===== src/hdl/c2s_pkg.sv =====
// Shared definitions for the Cartesian to spherical converter.
// Holds the angle constants, the arctangent table and the lane indexes.
// Depends on nothing; every other file of the block uses it.
package c2s_pkg;

  // Default configuration of the top level.
  localparam int COORD_WIDTH_DEF  = 16;
  localparam int ANGLE_STAGES_DEF = 16;

  // At most this many fraction bits are added to the coordinates.
  localparam int MAX_GUARD = 8;

  // Angle accumulator: 32 bits wrapping, 2^31 is pi.
  localparam int ACC_W   = 32;
  // Output angles: 16 bits, 32768 is pi.
  localparam int ANGLE_W = 16;

  typedef logic [ACC_W-1:0]   acc_t;
  typedef logic [ANGLE_W-1:0] angle_t;

  localparam acc_t ACC_QUARTER       = 32'h4000_0000;
  localparam acc_t ACC_THREE_QUARTER = 32'hC000_0000;
  localparam acc_t ACC_ROUND_HALF    = 32'h0000_8000;

  localparam angle_t HALF_TURN          = 16'd32768;
  localparam angle_t THREE_QUARTER_TURN = 16'd49152;

  // Each cell works on two independent lanes side by side.
  localparam int LANES = 2;
  // Square root lanes.
  localparam int LANE_RAD = 0;
  localparam int LANE_RHO = 1;
  // Rotation lanes.
  localparam int LANE_AZ  = 0;
  localparam int LANE_PO  = 1;

  // atan(2^-i) in accumulator units.
  localparam acc_t ATAN_TABLE [32] = '{
    32'h20000000, 32'h12E4051E, 32'h09FB385B, 32'h051111D4,
    32'h028B0D43, 32'h0145D7E1, 32'h00A2F61E, 32'h00517C55,
    32'h0028BE53, 32'h00145F2F, 32'h000A2F98, 32'h000517CC,
    32'h00028BE6, 32'h000145F3, 32'h0000A2FA, 32'h0000517D,
    32'h000028BE, 32'h0000145F, 32'h00000A30, 32'h00000518,
    32'h0000028C, 32'h00000146, 32'h000000A3, 32'h00000051,
    32'h00000029, 32'h00000014, 32'h0000000A, 32'h00000005,
    32'h00000003, 32'h00000001, 32'h00000001, 32'h00000000
  };

  // Table lookup for one rotation step.
  function automatic acc_t atan_unit(input logic [4:0] idx);
    return ATAN_TABLE[idx];
  endfunction

endpackage


===== src/hdl/c2s_cordic_cell.sv =====
// One cell of the vectoring rotation chain: one micro-rotation on each lane.
// The rotation direction follows the sign of the second operand.
// Depends on c2s_pkg for the arctangent table.
module c2s_cordic_cell #(
  parameter int AW     = 27,
  parameter int IDX    = 0,
  parameter int PASS_W = 18
) (
  input  logic                 clk_i,
  input  logic                 rst_ni,
  input  logic                 en_i,
  input  logic                 valid_i,
  input  logic signed [AW-1:0] a_i   [c2s_pkg::LANES],
  input  logic signed [AW-1:0] b_i   [c2s_pkg::LANES],
  input  c2s_pkg::acc_t        acc_i [c2s_pkg::LANES],
  input  logic [PASS_W-1:0]    pass_i,
  output logic                 valid_o,
  output logic signed [AW-1:0] a_o   [c2s_pkg::LANES],
  output logic signed [AW-1:0] b_o   [c2s_pkg::LANES],
  output c2s_pkg::acc_t        acc_o [c2s_pkg::LANES],
  output logic [PASS_W-1:0]    pass_o
);

  localparam c2s_pkg::acc_t STEP_ANGLE = c2s_pkg::atan_unit(5'(IDX));

  logic signed [AW-1:0] da    [c2s_pkg::LANES];
  logic signed [AW-1:0] db    [c2s_pkg::LANES];
  logic signed [AW-1:0] a_d   [c2s_pkg::LANES];
  logic signed [AW-1:0] b_d   [c2s_pkg::LANES];
  c2s_pkg::acc_t        acc_d [c2s_pkg::LANES];

  // Rotate towards the first axis; arithmetic shifts round to minus infinity.
  always_comb begin
    for (int l = 0; l < c2s_pkg::LANES; l++) begin
      da[l] = b_i[l] >>> IDX;
      db[l] = a_i[l] >>> IDX;
      if (!b_i[l][AW-1]) begin
        a_d[l]   = a_i[l] + da[l];
        b_d[l]   = b_i[l] - db[l];
        acc_d[l] = acc_i[l] + STEP_ANGLE;
      end else begin
        a_d[l]   = a_i[l] - da[l];
        b_d[l]   = b_i[l] + db[l];
        acc_d[l] = acc_i[l] - STEP_ANGLE;
      end
    end
  end

  // Item valid flag.
  always_ff @(posedge clk_i or negedge rst_ni) begin
    if (!rst_ni) begin
      valid_o <= 1'b0;
    end else if (en_i) begin
      valid_o <= valid_i;
    end
  end

  // Operands, angle and passenger data move on to the next cell.
  always_ff @(posedge clk_i) begin
    if (en_i) begin
      a_o    <= a_d;
      b_o    <= b_d;
      acc_o  <= acc_d;
      pass_o <= pass_i;
    end
  end

endmodule


===== config.mk =====
export PLATFORM = sky130hd
export DESIGN_NAME = c2s_cordic_cell
export DESIGN_NICKNAME = d
export VERILOG_FILES = /design/src/hdl/c2s_pkg.sv /design/src/hdl/c2s_cordic_cell.sv
export SDC_FILE = /design/constraint.sdc
export NUM_CORES = 1
export LEC_CHECK = 0
export ABC_AREA = 1
export BUFFER_PORTS_ARGS = -buffer_cell sky130_fd_sc_hd__buf_2
export CORE_MARGIN = 5
export CORE_UTILIZATION = 40
export DETAILED_ROUTE_END_ITERATION = 8
export SLEW_MARGIN = 20
export SYNTH_ARGS = -nofsm -noshare
export SYNTH_HDL_FRONTEND = slang
export SYNTH_SLANG_ARGS = --single-unit

===== constraint.sdc =====
create_clock -name clk_i -period 0.9 [get_ports clk_i]
set_input_delay 0.045 -clock clk_i [delete_from_list [all_inputs] [get_ports clk_i]]
set_output_delay 0.045 -clock clk_i [all_outputs]
set_load 0.02 [all_outputs]

; After elaboration in Yosys (flattened, before gate mapping)
; Cells that the tools add are included.
[word_totals]
in_bits = 194
out_inout_bits = 191
reg_bits = 191
wordCells = 24
[classes]
n_addsub = 10
muxes = 6
[ops]
columns = operator, count
row1 = 2-to-1 mux 27 bit, 4
row2 = subtractor 27 bit, 4
row3 = "adder 32 x 30 -> 32 bit, second input constant", 2
row4 = 2-to-1 mux 32 bit, 2
row5 = "subtractor 32 x 30 -> 32 bit, second input constant", 2
row6 = adder 27 bit, 2

; Logic depth before layout (Yosys ltp)
[logic_depth]
depth_word = 2
ltp_mapped = 16

; Least setup slack after synthesis
; OpenSTA, ideal clock, no wires.
[synth_path]
kind = input-to-reg
from = input a_i[27] in the netlist's numbering
to = register b_o[43] in the netlist's numbering (data pin)
t_required_ns = 0.647
n_path_buf = 0
t_arrival_ns = 1.390
path_stages = 12
path_slack_ns = -0.743
path_cell_list = ha_1 > fa_1 > nand2_1 > nand2_1 > and2_1 > nand2_1 > nand2_1 > nand2_1 > nand2_1 > xnor2_1 > nand2_1 > nand2_1
[synth_rtl]
columns = element, line
row1 = "start, declared", c2s_cordic_cell.sv:13  ; input logic signed [AW-1:0] a_i [c2s_pkg::LANES],
row2 = "end signal, assigned", c2s_cordic_cell.sv:62  ; b_o <= b_d;
row3 = "end, declared", c2s_cordic_cell.sv:19  ; output logic signed [AW-1:0] b_o [c2s_pkg::LANES],

==> run_results.csv <==
group,metric,value,unit
finish,syn_to_final_growth,85.26,%
cts,cts_max_level,4,
synthesis,syn_area_per_cell,7.044,um^2
synthesis,yosys_warnings,0,
global_routing,gr-total-overflow,0,
sta,skew,0,ps
setup_path,r2r_cells,1,
sta,maxSlewHeadroom,0.7209,
synthesis,synth_ff_type,"edfxtp_1",
finish,fillers,3115,
detailed_routing,ant_nets,0,
placement,port_buffers,384,
sta,hold_viol_final,0,
placement,dp.final_hpwl,59.94,mm
setup_path,worst-path-max-fanout,6,
floorplan,floorplan.initialDensity,0.4055,
setup_path,r2r_slack,100,ps
finish,num_antenna_cells,0,
finish,layoutNonFillerInstCount,4002,
status,violations,"setup timing",
setup_path,reg2reg_from,"valid_o",
hold_path,worst_hold_path.endpoint,"b_o[53]",
finish,drive_above_1_share,0.5549,
synthesis,netlist_area,17510,um^2
sta,final-setup-viol-count,291,
finish,seq_area,5670,um^2
sta,fmax,749.8,MHz
cts,cts_root_buffer,"clkbuf_16",
synthesis,yosysUniqueCellTypes,43,
hold_path,min_path_type,"in -> reg",
synthesis,ys_async_sr_fraction,0.005291,
setup_path,critPathKind,"in -> reg",
sta,layout_setup_ws,-433.7,ps
sta,period_minus_slack,1334,ps
detailed_routing,drtPass1Iterations,5,
setup_path,cp_data_arrival_time,1580,ps
finish,final_common_cell,"nand2_1",
hold_path,hold_start,"a_i[53]",
cts,cts_sinks,189,
detailed_routing,via_count,20919,
status,outcome,"finished, violations left",
hold_path,min_delay_path_depth,6,
floorplan,die_h,219.2,um
synthesis,synth.ff_latch_count,189,
power_and_ir_drop,power,40.71,mW
global_routing,grt.total_usage,0.3122,
cts,cts_buffer_depth,2,
finish,final_cell_mix,"nand2_1 (474), buf_4 (402), buf_6 (266)",
detailed_routing,route.detailed.drc,0,
synthesis,synth_cells,2485,
detailed_routing,post_drt_wl_per_cell,19.80,um
power_and_ir_drop,power_density,1255,nW/um^2
sta,tightest_slew,415.9,ps
placement,post-place-ws,-1116,ps
placement,placed_cells,3762,
setup_path,crit_path_end_kind,"flip-flop",
finish,multi_input_area,14800,um^2
synthesis,yosysSeqAreaShare,0.3239,
cts,numCtsBuffers,17,
floorplan,num_io_pins,385,
cts,cts_tree,"yes",
sta,holdWs,56.76,ps
placement,place_congestion,1.007,
sta,slew_viol_final,0,
setup_path,setup.worst_path.start_class,"input port",
setup_path,worstReg2RegEnd,"valid_o",
floorplan,num_rows,76,
cts,clkTransAtPathRegs,80,ps
setup_path,worstPathRequired,1150,ps
synthesis,synth_edf_count,188,
global_routing,grt_pass1_wl,116.3,mm
finish,finalInstanceArea,32430,um^2
power_and_ir_drop,p_leak,15.32,nW
global_routing,grt_pass1_vias,21090,
sta,finalCritPeriodShare,1.482,
detailed_routing,avgViaCountPerCell,5.227,
detailed_routing,drt_iter0_markers,1459,
floorplan,design.die.area,48050,um^2
floorplan,core_area,43170,um^2
sta,rsz0062_at_grt,"true",
finish,fin_util,0.7512,
global_routing,grt_max_degree,51,
finish,nets,3763,
cts,clk_latency,490,ps
placement,place_area,25010,um^2
floorplan,die_x,219.2,um
global_routing,antenna_found_initial,2,
power_and_ir_drop,ir_drop,0.001392,V
detailed_routing,routed_wl,79.24,mm
sta,finalSetupTns,-69840,ps
synthesis,synthesis.nets,2843,
run,cap_violations,0,
worst max-delay path, stage by stage:
cell and delay [ps]:
buf_8 110, ha_4 300, buf_6 140, nor2_4 120, inv_4 60, buf_6 120, nor3_4 250, nand3_2 140
nand3_2 100, nand2_2 70, nand3_2 70, nand2_2 60
cell type report:
| class | count | share of cell area |
|---|---|---|
| Multi-Input combinational cell | 1819 | 0.4563 |
| Timing Repair Buffer | 971 | 0.2700 |
| Sequential cell | 189 | 0.1749 |
| Inverter | 407 | 0.05799 |
| Tap cell | 585 | 0.02257 |
| Clock buffer | 17 | 0.01312 |
| Clock inverter | 14 | 0.005247 |
logic make-up after synthesis:
group | Yosys count | share of synthesized area
buf+inv | 477 | 0.1124
compound gates | 358 | 0.1139
fa+ha+maj | 164 | 0.1206
simple gates | 1250 | 0.3055
mux | 1 | 0.0006432
xor+xnor | 46 | 0.02301
flops | 189 | 0.3239
how the worst max path moves through the flow:
stage | start | endpoint | cells after the start
final | b_i[13] | b_o[22] | 12
after global routing | b_i[14] | b_o[26] | 14
after CTS | a_i[8] | a_o[24] | 14
after detailed placement | a_i[0] | a_o[24] | 14
after global placement | a_i[27] | a_o[53] | 15
after floorplan | a_i[27] | b_o[53] | 14
metal layers:
metal,track usage,vias to the layer above,part of all wire,wire length [um]
met5,0,-,0.00016,13
met4,0.1231,2,0.049,3896
met3,0.04042,220,0.046,3679
met2,0.5877,768,0.53,42050
met1,0.3566,10012,0.37,29600
li1,-,9917,-,-
registers in the layout, summed over array words and instances (netlist names):
| signal | cells |
|---|---|
| b_o | 54 |
| valid_o | 1 |
| acc_o | 64 |
| pass_o | 18 |
| a_o | 52 |
report_power, final:
group	internal [mW]	total [mW]	leakage, nW	switching, mW
clock	3.74	8.00	0.282	4.26
combinational	9.45	21.1	13.2	11.7
sequential	11.0	11.6	1.85	0.577
timing repair:
item / in CTS / in global routing
endpoints found under the hold margin: 88 / 2
setup buffers: 77 / 48
setup endpoints to repair: 287 / 289
hold buffers: 88 / 2
gates resized for setup: 918 / 412
pin swaps: 279 / 208
synth_stat cells (2+ instances only):
master	instances	area share
nand3b_1	2	0.00086
a21oi_1	161	0.046
clkinv_1	5	0.0011
nor2_4	2	0.0013
nor3_1	8	0.0023
buf_6	4	0.0026
clkbuf_1	7	0.0015
o21ai_1	27	0.0077
a211oi_1	3	0.0013
nor2_1	149	0.032
a31oi_1	12	0.0043
fa_1	8	0.0091
nor2b_1	4	0.0014
nor3_4	2	0.0019
nand4_1	60	0.021
xnor2_1	4	0.0020
buf_4	32	0.014
o21bai_1	28	0.012
ha_1	156	0.11
o21a_1	4	0.0017
nand2_2	24	0.0086
nor4_1	2	0.00071
buf_2	22	0.0063
a21oi_2	17	0.0085
o21ai_0	91	0.026
nand3_1	215	0.061
nand2_1	748	0.16
o21bai_2	2	0.0013
nor3_2	5	0.0029
xor2_1	42	0.021
nor2_2	24	0.0086
inv_2	18	0.0039
inv_1	384	0.082
edfxtp_1	188	0.32
a21boi_1	3	0.0013
buf_1	5	0.0011
and2_1	4	0.0014
o22ai_1	8	0.0029
(Power assumes the default switching activity.)
