===== config.mk =====
export PLATFORM = sky130hd
export DESIGN_NAME = c2s_sqrt_cell
export DESIGN_NICKNAME = d
export VERILOG_FILES = /design/src/hdl/c2s_pkg.sv /design/src/hdl/c2s_sqrt_cell.sv
export SDC_FILE = /design/constraint.sdc
export NUM_CORES = 1
export LEC_CHECK = 0
export BUFFER_PORTS_ARGS = -buffer_cell sky130_fd_sc_hd__buf_2
export CAP_MARGIN = 20
export CORE_ASPECT_RATIO = 2
export CORE_MARGIN = 2
export CORE_UTILIZATION = 25
export CTS_CLUSTER_SIZE = 10
export DETAILED_ROUTE_END_ITERATION = 10
export PLACE_DENSITY = 0.57
export SYNTH_ARGS = -nofsm -noshare
export SYNTH_HDL_FRONTEND = slang
export SYNTH_SLANG_ARGS = --single-unit

===== constraint.sdc =====
create_clock -name clk_i -period 2.16 [get_ports clk_i]
set_clock_uncertainty 0.05 [all_clocks]
set_input_delay 0.432 -clock clk_i [delete_from_list [all_inputs] [get_ports clk_i]]
set_output_delay 0.432 -clock clk_i [all_outputs]
set_load 0.02 [all_outputs]

===== src/hdl/c2s_pkg.sv =====
// Shared definitions for the Cartesian to spherical converter.
// Holds the angle constants, the arctangent table and the lane indexes.
// Depends on nothing; every other file of the block uses it.
package c2s_pkg;

  // Default configuration of the top level.
  localparam int COORD_WIDTH_DEF  = 16;
  localparam int ANGLE_STAGES_DEF = 16;

  // At most this many fraction bits are added to the coordinates.
  localparam int MAX_GUARD = 8;

  // Angle accumulator: 32 bits wrapping, 2^31 is pi.
  localparam int ACC_W   = 32;
  // Output angles: 16 bits, 32768 is pi.
  localparam int ANGLE_W = 16;

  typedef logic [ACC_W-1:0]   acc_t;
  typedef logic [ANGLE_W-1:0] angle_t;

  localparam acc_t ACC_QUARTER       = 32'h4000_0000;
  localparam acc_t ACC_THREE_QUARTER = 32'hC000_0000;
  localparam acc_t ACC_ROUND_HALF    = 32'h0000_8000;

  localparam angle_t HALF_TURN          = 16'd32768;
  localparam angle_t THREE_QUARTER_TURN = 16'd49152;

  // Each cell works on two independent lanes side by side.
  localparam int LANES = 2;
  // Square root lanes.
  localparam int LANE_RAD = 0;
  localparam int LANE_RHO = 1;
  // Rotation lanes.
  localparam int LANE_AZ  = 0;
  localparam int LANE_PO  = 1;

  // atan(2^-i) in accumulator units.
  localparam acc_t ATAN_TABLE [32] = '{
    32'h20000000, 32'h12E4051E, 32'h09FB385B, 32'h051111D4,
    32'h028B0D43, 32'h0145D7E1, 32'h00A2F61E, 32'h00517C55,
    32'h0028BE53, 32'h00145F2F, 32'h000A2F98, 32'h000517CC,
    32'h00028BE6, 32'h000145F3, 32'h0000A2FA, 32'h0000517D,
    32'h000028BE, 32'h0000145F, 32'h00000A30, 32'h00000518,
    32'h0000028C, 32'h00000146, 32'h000000A3, 32'h00000051,
    32'h00000029, 32'h00000014, 32'h0000000A, 32'h00000005,
    32'h00000003, 32'h00000001, 32'h00000001, 32'h00000000
  };

  // Table lookup for one rotation step.
  function automatic acc_t atan_unit(input logic [4:0] idx);
    return ATAN_TABLE[idx];
  endfunction

endpackage


===== src/hdl/c2s_sqrt_cell.sv =====
// One cell of the square root chain: it settles one root bit of both lanes.
// Restoring digit-by-digit method, two radicand bits per cell, MSB first.
// Depends on c2s_pkg.
module c2s_sqrt_cell #(
  parameter int ROOT_W = 24,
  parameter int IDX    = 0,
  parameter int PASS_W = 49
) (
  input  logic                clk_i,
  input  logic                rst_ni,
  input  logic                en_i,
  input  logic                valid_i,
  input  logic [2*ROOT_W-1:0] rad_i  [c2s_pkg::LANES],
  input  logic [ROOT_W-1:0]   root_i [c2s_pkg::LANES],
  input  logic [ROOT_W:0]     rem_i  [c2s_pkg::LANES],
  input  logic [PASS_W-1:0]   pass_i,
  output logic                valid_o,
  output logic [2*ROOT_W-1:0] rad_o  [c2s_pkg::LANES],
  output logic [ROOT_W-1:0]   root_o [c2s_pkg::LANES],
  output logic [ROOT_W:0]     rem_o  [c2s_pkg::LANES],
  output logic [PASS_W-1:0]   pass_o
);

  logic [ROOT_W+2:0] cur   [c2s_pkg::LANES];
  logic [ROOT_W+2:0] trial [c2s_pkg::LANES];
  logic [ROOT_W+2:0] diff  [c2s_pkg::LANES];
  logic [ROOT_W-1:0] root_d [c2s_pkg::LANES];
  logic [ROOT_W:0]   rem_d  [c2s_pkg::LANES];

  // Bring down the next bit pair and try to subtract 4*root + 1.
  always_comb begin
    for (int l = 0; l < c2s_pkg::LANES; l++) begin
      cur[l]   = {rem_i[l], rad_i[l][2*ROOT_W-1-2*IDX -: 2]};
      trial[l] = {1'b0, root_i[l], 2'b01};
      diff[l]  = cur[l] - trial[l];
      if (cur[l] >= trial[l]) begin
        rem_d[l]  = diff[l][ROOT_W:0];
        root_d[l] = {root_i[l][ROOT_W-2:0], 1'b1};
      end else begin
        rem_d[l]  = cur[l][ROOT_W:0];
        root_d[l] = {root_i[l][ROOT_W-2:0], 1'b0};
      end
    end
  end

  // Item valid flag.
  always_ff @(posedge clk_i or negedge rst_ni) begin
    if (!rst_ni) begin
      valid_o <= 1'b0;
    end else if (en_i) begin
      valid_o <= valid_i;
    end
  end

  // Partial results and passenger data move on to the next cell.
  always_ff @(posedge clk_i) begin
    if (en_i) begin
      rad_o  <= rad_i;
      root_o <= root_d;
      rem_o  <= rem_d;
      pass_o <= pass_i;
    end
  end

endmodule


== Word-level counts from Yosys, hierarchy flattened ==
Index checks and enable logic that the tools add are counted.

* Output and inout port bits: 244
* Bits of input ports: 247
* Register bits after elaboration: 244

* Magnitude comparators: 2
* Add/sub/neg operators: 2
* Muxes and demuxes: 4

{| class="wikitable"
|+ Operator list
! kind !! number
|-
| >= comparator 27 x 26 -> 1 bit || 2
|-
| two-way mux 25 bit || 2
|-
| subtractor 25 bit || 2
|-
| two-way mux 1 bit || 2
|}

== Longest topological paths before layout ==
Gate-level depths: netlist (run 1).

* Depth after elaboration: 2
* Depth in mapped cells: 12
* Gate-level depth less buffers: 9

== Least setup slack after synthesis (run 1) ==
Ideal clock, no wire load.

* Path type: in2reg
* Start point: in root_i[28] in the netlist's numbering
* End point: reg rem_o[42] in the netlist's numbering (data pin)
* Arrival time: 2.511 ns
* Library setup time: 0.260 ns
* Required time: 1.850 ns
* Slack: -0.660 ns
* Stages: 11
* Path through: inv_1 -> ha_1 -> clkbuf_1 -> nand2_1 -> a2111oi_4 -> a311oi_2 -> nor3_2 -> nor2_2 -> o21ai_4 -> buf_6 -> mux2_2

{| class="wikitable"
|+ RTL lines
! what !! RTL line !! source
|-
| from (decl) || c2s_sqrt_cell.sv:14 || <nowiki>input logic [ROOT_W-1:0] root_i [c2s_pkg::LANES],</nowiki>
|-
| to (signal assigned) || c2s_sqrt_cell.sv:60 || <nowiki>rem_o <= rem_d;</nowiki>
|-
| to (decl) || c2s_sqrt_cell.sv:20 || <nowiki>output logic [ROOT_W:0] rem_o [c2s_pkg::LANES],</nowiki>
|}

==> results by group, run 1 <==
Timing
  • Final setup viols: 28
  • Fin. Hold Viols: 0
  • Max-slew violations: 0
  • Fin worst setup slack: -219 ps
  • Max-Slew Margin vs Limit: 62.8%
  • Fin crit share: 110%
  • Least-Margin Pin Slew: 557 ps
  • Peak Freq: 0.420 GHz
  • Crit path time final: 2380 ps
  • RSZ-0062 raised after global routing: yes

Logic synthesis
  • Synth top area share: 66.9%
  • Flops & latches, synth: 244
  • Post-synth top flop: edfxtp_1
  • Area share of fa/ha/maj cells after synthesis: 5.97%
  • Count of cell types in the netlist: 66
  • Post-synthesis compound-gate area fraction: 11.0%
  • Largest family of logic cells by synthesized area: compound AO/OA/AOI/OAI gates
  • Syn Inst Count: 775
  • Mapped Area: 10900 sq um
  • Synth Area in Simple Gates: 7.00%
  • Yosys warns: 0
  • Sequential area share after synthesis: 67.1%
  • Asr flop ratio synth: 0.410%
  • Syn avg cell area: 14.1 sq um
  • Biggest area consumer among synthesized cells: edfxtp_1
  • Multiplexer area fraction after synthesis: 2.72%
  • Number of synthesized flops with an enable pin: 243
  • Syn nets: 1074
  • Xor/xnor share of the synthesized area: 3.13%
  • Synth top area cells: edfxtp_1 67%, ha_1 6.0%, inv_1 2.1%

Global routing
  • Grt ovf: 0
  • Antenna violations before repair: 3
  • GRT Total Usage: 17.0%
  • Vias in the first global route: 10700
  • Largest net degree at the start of global routing: 69
  • First-pass GRT wire length: 58.5 mm

Power and ir drop
  • Design Power: 14000 uW
  • Peak supply drop: 0.650 mV
  • P_leak: 0.00847 uW
  • Power Dens Cells: 723 nW/um^2

Place
  • Routability cong.: 0.898
  • DP Cell Count: 1986
  • DP HPWL: 30.7 mm
  • Port bufs: 490

Route
  • TritonRoute pass-1 iters: 4
  • Wire length per cell: 18.3 um
  • Detailed Route Iter0 Violations: 332
  • Post-route ant nets: 0
  • Final wirelength: 40.9 mm
  • Vias/cell: 4.47
  • DRC: 0
  • Via count: 10000

Clock network
  • Skew-Pair Late Insertion Delay: 560 ps
  • TritonCTS Sinks: 244
  • CTS buffer count: 29
  • TritonCTS clock tree: done
  • Root Buffer: clkbuf_16
  • CTS max path bufs: 3
  • H-tree depth: 1
  • Worst-path clk slew: 50 ps

Floorplanning
  • Io pins: 491
  • Die Width: 152 um
  • # rows: 108
  • Die area: 45400 sq um
  • Total core area: 43200 sq um
  • Initial core utilization: 25.2%
  • Chip Height: 299 um

Final layout
  • Most frequent cells in the layout: 479 x buf_2, 243 x edfxtp_1, 203 x buf_4, 181 x dlygate4sd3_1, 45 x inv_1
  • Fillcell total: 4021
  • Final cell count without fillers: 2239
  • Layout area overhead: 77.4%
  • Layout cells sized above 1: 53.1%
  • Final nets: 1975
  • Leading cell type in the layout, fill and taps excluded: buf_2
  • Layout Utilization: 44.7%
  • Ant diodes: 0

Worst hold path
  • HP Class: primary input to flop
  • HP Start: root_i[7]

Status
  • Status: finished, violations left
  • Failing checks: setup timing

Setup path
  • Worst setup path startpoint: root_i[24]
  • Max FO, Critical Path: 7
  • Critical Path RT: 2410 ps
  • Setup CP Type: primary input to flop
  • CP Launch Type: primary input
  • Worst Path Arrival: 2630 ps
  • Critical R2R Launch: valid_o$_DFFE_PN0P_
  • Critical Path Sink Type: flop

Run
  • Max-Cap Viols: 0
==> critical path, stage by stage <==
cell	delay, ps
buf_8	90
inv_8	30
ha_4	280
o21ai_4	70
a2111oi_4	330
a311oi_2	180
nor3_2	340
nor2_2	100
o21ai_4	200
buf_6	140
buf_12	140
mux2_4	300
==> cells by family (layout without fill, tap and decap cells) <==
family,after synthesis,after routing
AO/OA/AOI/OAI,180,181
multiplexers,27,27
AND/OR/NAND/NOR,149,149
flip-flops,244,244
XOR/XNOR,39,39
adder cells (fa/ha/maj),52,52
buffers and inverters,84,997
==> final cells by class <==
class | instances | area, sq um | area share (%)
Sequential cell | 244 | 7320 | 37.8
Clock buffer | 40 | 767 | 3.96
Multi-Input combinational cell | 448 | 4140 | 21.4
Clock inverter | 4 | 22.5 | 0.116
Timing Repair Buffer | 891 | 6130 | 31.7
Tap cell | 550 | 688 | 3.56
Inverter | 62 | 270 | 1.40
==> routing by layer <==
layer / routed length [um] / vias up / GRT usage, %
li1: - / 4749 / -
met1: 12600 / 4691 / 14.8
met2: 22800 / 462 / 34.4
met3: 3220 / 113 / 4.14
met4: 2210 / 4 / 8.53
met5: 28 / - / 0
==> what timing repair did <==
item                       in CTS  in global routing
setup endpoints to repair      34                 51
setup buffers                  10                 18
hold buffers                  180                  1
hold endpoints to repair      180                  1
gates resized for setup        38                104
cloned                          1                  3
pin swaps                      12                 34
==> power breakdown <==
part	internal (uW)	total, uW	switching [uW]
Combinational	1800	3840	2040
Clock	2430	4280	1850
Sequential	5760	5880	124
Total	9990	14000	4010
==> final timing paths <==
| check | endpoint | slack (ps) | depth (start not counted) |
|---|---|---|---|
| setup / recovery | rem_o[32]$_DFFE_PP_ | -220 | 12 |
| hold / removal | root_o[8]$_DFFE_PP_ | 50 | 1 |
| setup reg to reg | valid_o$_DFFE_PN0P_ | 1350 | 1 |
| hold reg to reg | valid_o$_DFFE_PN0P_ | 480 | 1 |
| max in group asynchronous | valid_o$_DFFE_PN0P_ | 1850 | 2 |
| min in group asynchronous | valid_o$_DFFE_PN0P_ | 130 | 2 |
==> sequential cells by signal, indices dropped and copies added, names as in the netlist <==
signal   count
rad_o       96
pass_o      49
root_o      48
rem_o       50
valid_o      1
==> per-stage QoR <==
step                      hold WS, ps  setup TNS (ps)  instance area [sq um]  setup slack (ps)
final                            47.7           -3400                  19300              -219
after CTS                        5.80           -2670                  18800              -146
after global placement            158          -34610                  15900              -815
after floorplan                  86.4          -14520                  11500              -474
after global routing             16.9           -4700                  19300              -249
after detailed placement          164          -35790                  15900              -867
==> Yosys cell counts (all sizes together) (3+ instances only) <==
cell type,n
and2,5
a2111oi,4
and4,6
clkbuf,15
nand4,9
a21boi,3
a21o,12
a21oi,46
a211oi,6
or3,3
o21ai,47
o2111ai,5
nor2b,7
inv,62
a31oi,9
o211ai,5
xor2,19
ha,52
edfxtp,243
o21bai,7
o31ai,7
a31o,3
nand3,8
xnor2,20
nand2,48
and3,9
o21a,7
nand2b,7
mux2,21
mux2i,6
buf,7
nor2,26
nor3,11
No activity file was read; power rests on OpenSTA's default activity.
==> run 2: changes to the inputs <==
==> constraint.sdc (replaced) <==
create_clock -name clk_i -period 2.16 [get_ports clk_i]
set_clock_uncertainty 0.05 [all_clocks]
set_input_delay 0.108 -clock clk_i [delete_from_list [all_inputs] [get_ports clk_i]]
set_output_delay 0.108 -clock clk_i [all_outputs]
set_load 0.02 [all_outputs]
==> results by group, run 2 (synthesized netlist as in run 1, its figures left out) <==
Timing
  • Least-Margin Pin Slew: 872 ps
  • Setup TNS: 0 ps
  • Fin crit share: 99.3%
  • Fin. Hold Viols: 0
  • Peak Freq: 0.466 GHz
  • RSZ-0062 raised after global routing: yes
  • Max-Slew Margin vs Limit: 40.4%
  • Hold_ws: 18.0 ps
  • Crit path time final: 2140 ps
  • Max-slew violations: 0
  • Final setup viols: 0

Setup path
  • Setup CP Type: primary input to flop
  • Critical Path Sink Type: flop
  • CP Launch Type: primary input
  • Slowest-stage cell, CP: a2111oi_0
  • CP Cell Sequence: buf_2 -> inv_1 -> ha_1 -> a2111oi_0 -> buf_4 -> o221ai_1 -> o21ai_0 -> inv_1 -> or3_1 -> a31o_1
  • CP top delay family: compound AO/OA/AOI/OAI gates
  • Worst path bufs/invs: 4
  • Critical R2R Launch: valid_o$_DFFE_PN0P_
  • Worst Path Arrival: 2430 ps
  • Max incr delay on CP: 800 ps
  • Max FO, Critical Path: 2
  • Critical Path RT: 2440 ps
  • Worst setup path startpoint: root_i[19]
  • Most common cell type on the critical path: inv_1

Floorplanning
  • Die area: 45400 sq um
  • Die Width: 152 um
  • Initial core utilization: 25.2%
  • Io pins: 491
  • Chip Height: 299 um
  • # rows: 108
  • Total core area: 43200 sq um

Power and ir drop
  • Design Power: 14000 uW
  • Power Dens Cells: 736 nW/um^2
  • Peak supply drop: 0.588 mV
  • P_leak: 0.00852 uW

Route
  • DRC: 0
  • Final wirelength: 42.8 mm
  • Wire length per cell: 18.7 um
  • Post-route ant nets: 0
  • TritonRoute pass-1 iters: 5
  • Detailed Route Iter0 Violations: 324
  • Vias/cell: 4.41
  • Via count: 10100

Final layout
  • Top flop regs: rad_o (96), rem_o (50), pass_o (49)
  • Layout area overhead: 74.9%
  • Final nets: 2023
  • Register bank with the most flops: rad_o
  • Most frequent cells in the layout: 489 x buf_2, 243 x edfxtp_1, 241 x dlygate4sd3_1, 205 x buf_4, 59 x inv_1
  • Layout cells sized above 1: 45.3%
  • Multi-input logic area: 3470 sq um
  • Storage cell area: 7320 sq um
  • Leading cell type in the layout, fill and taps excluded: buf_2
  • Max reg flops: 96
  • Fillcell total: 4078

Clock network
  • Root Buffer: clkbuf_16
  • Skew-Pair Late Insertion Delay: 560 ps
  • TritonCTS clock tree: done
  • CTS buffer count: 29
  • Worst-path clk slew: 60 ps
  • H-tree depth: 1
  • TritonCTS Sinks: 244
  • CTS max path bufs: 3

Run
  • Max-Cap Viols: 0

Place
  • Port bufs: 490
  • Routability cong.: 0.890
  • DP HPWL: 32.4 mm

Global routing
  • Vias in the first global route: 10800
  • GRT Total Usage: 18.1%
  • Antenna violations before repair: 10
  • Grt ovf: 0
  • First-pass GRT wire length: 61.7 mm
  • Largest net degree at the start of global routing: 53

Status
  • Status: finished, final reports clean

Worst hold path
  • HP Class: primary input to flop
  • HP Start: rad_i[46]
-- run 2: cell type report --
type,instances,share of cell area [%]
timing repair buffer,940,34.0
sequential,244,38.4
clock inverter,4,0.328
multi-input combinational,447,18.2
tap,550,3.61
antenna,3,0.0393
inverter,62,1.29
clock buffer,43,4.13
-- run 2: routing by layer --
layer,wire length [um],vias to the layer above,track usage (%)
met4,2280,10,9.06
li1,-,4836,-
met5,64,-,0
met2,23200,468,35.5
met1,13700,4688,16.3
met3,3520,113,4.76
-- run 2: through the flow --
step                instance area (sq um)  setup slack [ps]  cells  util (%)
floorplan                           11200              -150    775         -
global placement                    15800              -579   2002      36.5
detailed placement                  15800              -586   2002      36.5
CTS                                 19000              34.4   2289      44.0
global route                        19100              -121   2292      44.1
finish                              19100              15.4   2293      44.1
-- run 2: worst paths after layout --
path | to | slack [ps] | cells after the start
worst min register to register | valid_o$_DFFE_PN0P_ | 480 | 1
max in group asynchronous | valid_o$_DFFE_PN0P_ | 1570 | 3
min in group asynchronous | valid_o$_DFFE_PN0P_ | 380 | 3
worst min-delay path | rem_o[1]$_DFFE_PP_ | 20 | 4
worst max-delay path | rem_o[22]$_DFFE_PP_ | 20 | 10
worst max register to register | valid_o$_DFFE_PN0P_ | 1350 | 1
-- run 2: power by group --
group | internal (uW) | total (uW) | leakage (uW) | switching (uW)
Combinational | 1650 | 3550 | 0.00572 | 1900
Sequential | 5750 | 5900 | 0.00239 | 146
Clock | 2620 | 4590 | 0.000410 | 1970
Total | 10000 | 14000 | 0.00852 | 4010
-- run 2: worst min-delay path: cells and delay by family --
family	cells	cell delay, ps
adders and majority gates	1	120
buffers and inverters	2	190
muxes	1	50
-- run 2: what timing repair did --
action / 4_1_cts / 5_1_grt
hold endpoints to repair: 269 / 1
setup endpoints to repair: 0 / 14
gates resized for setup: 0 / 7
hold buffers: 240 / 1
buffers inserted: 0 / 0
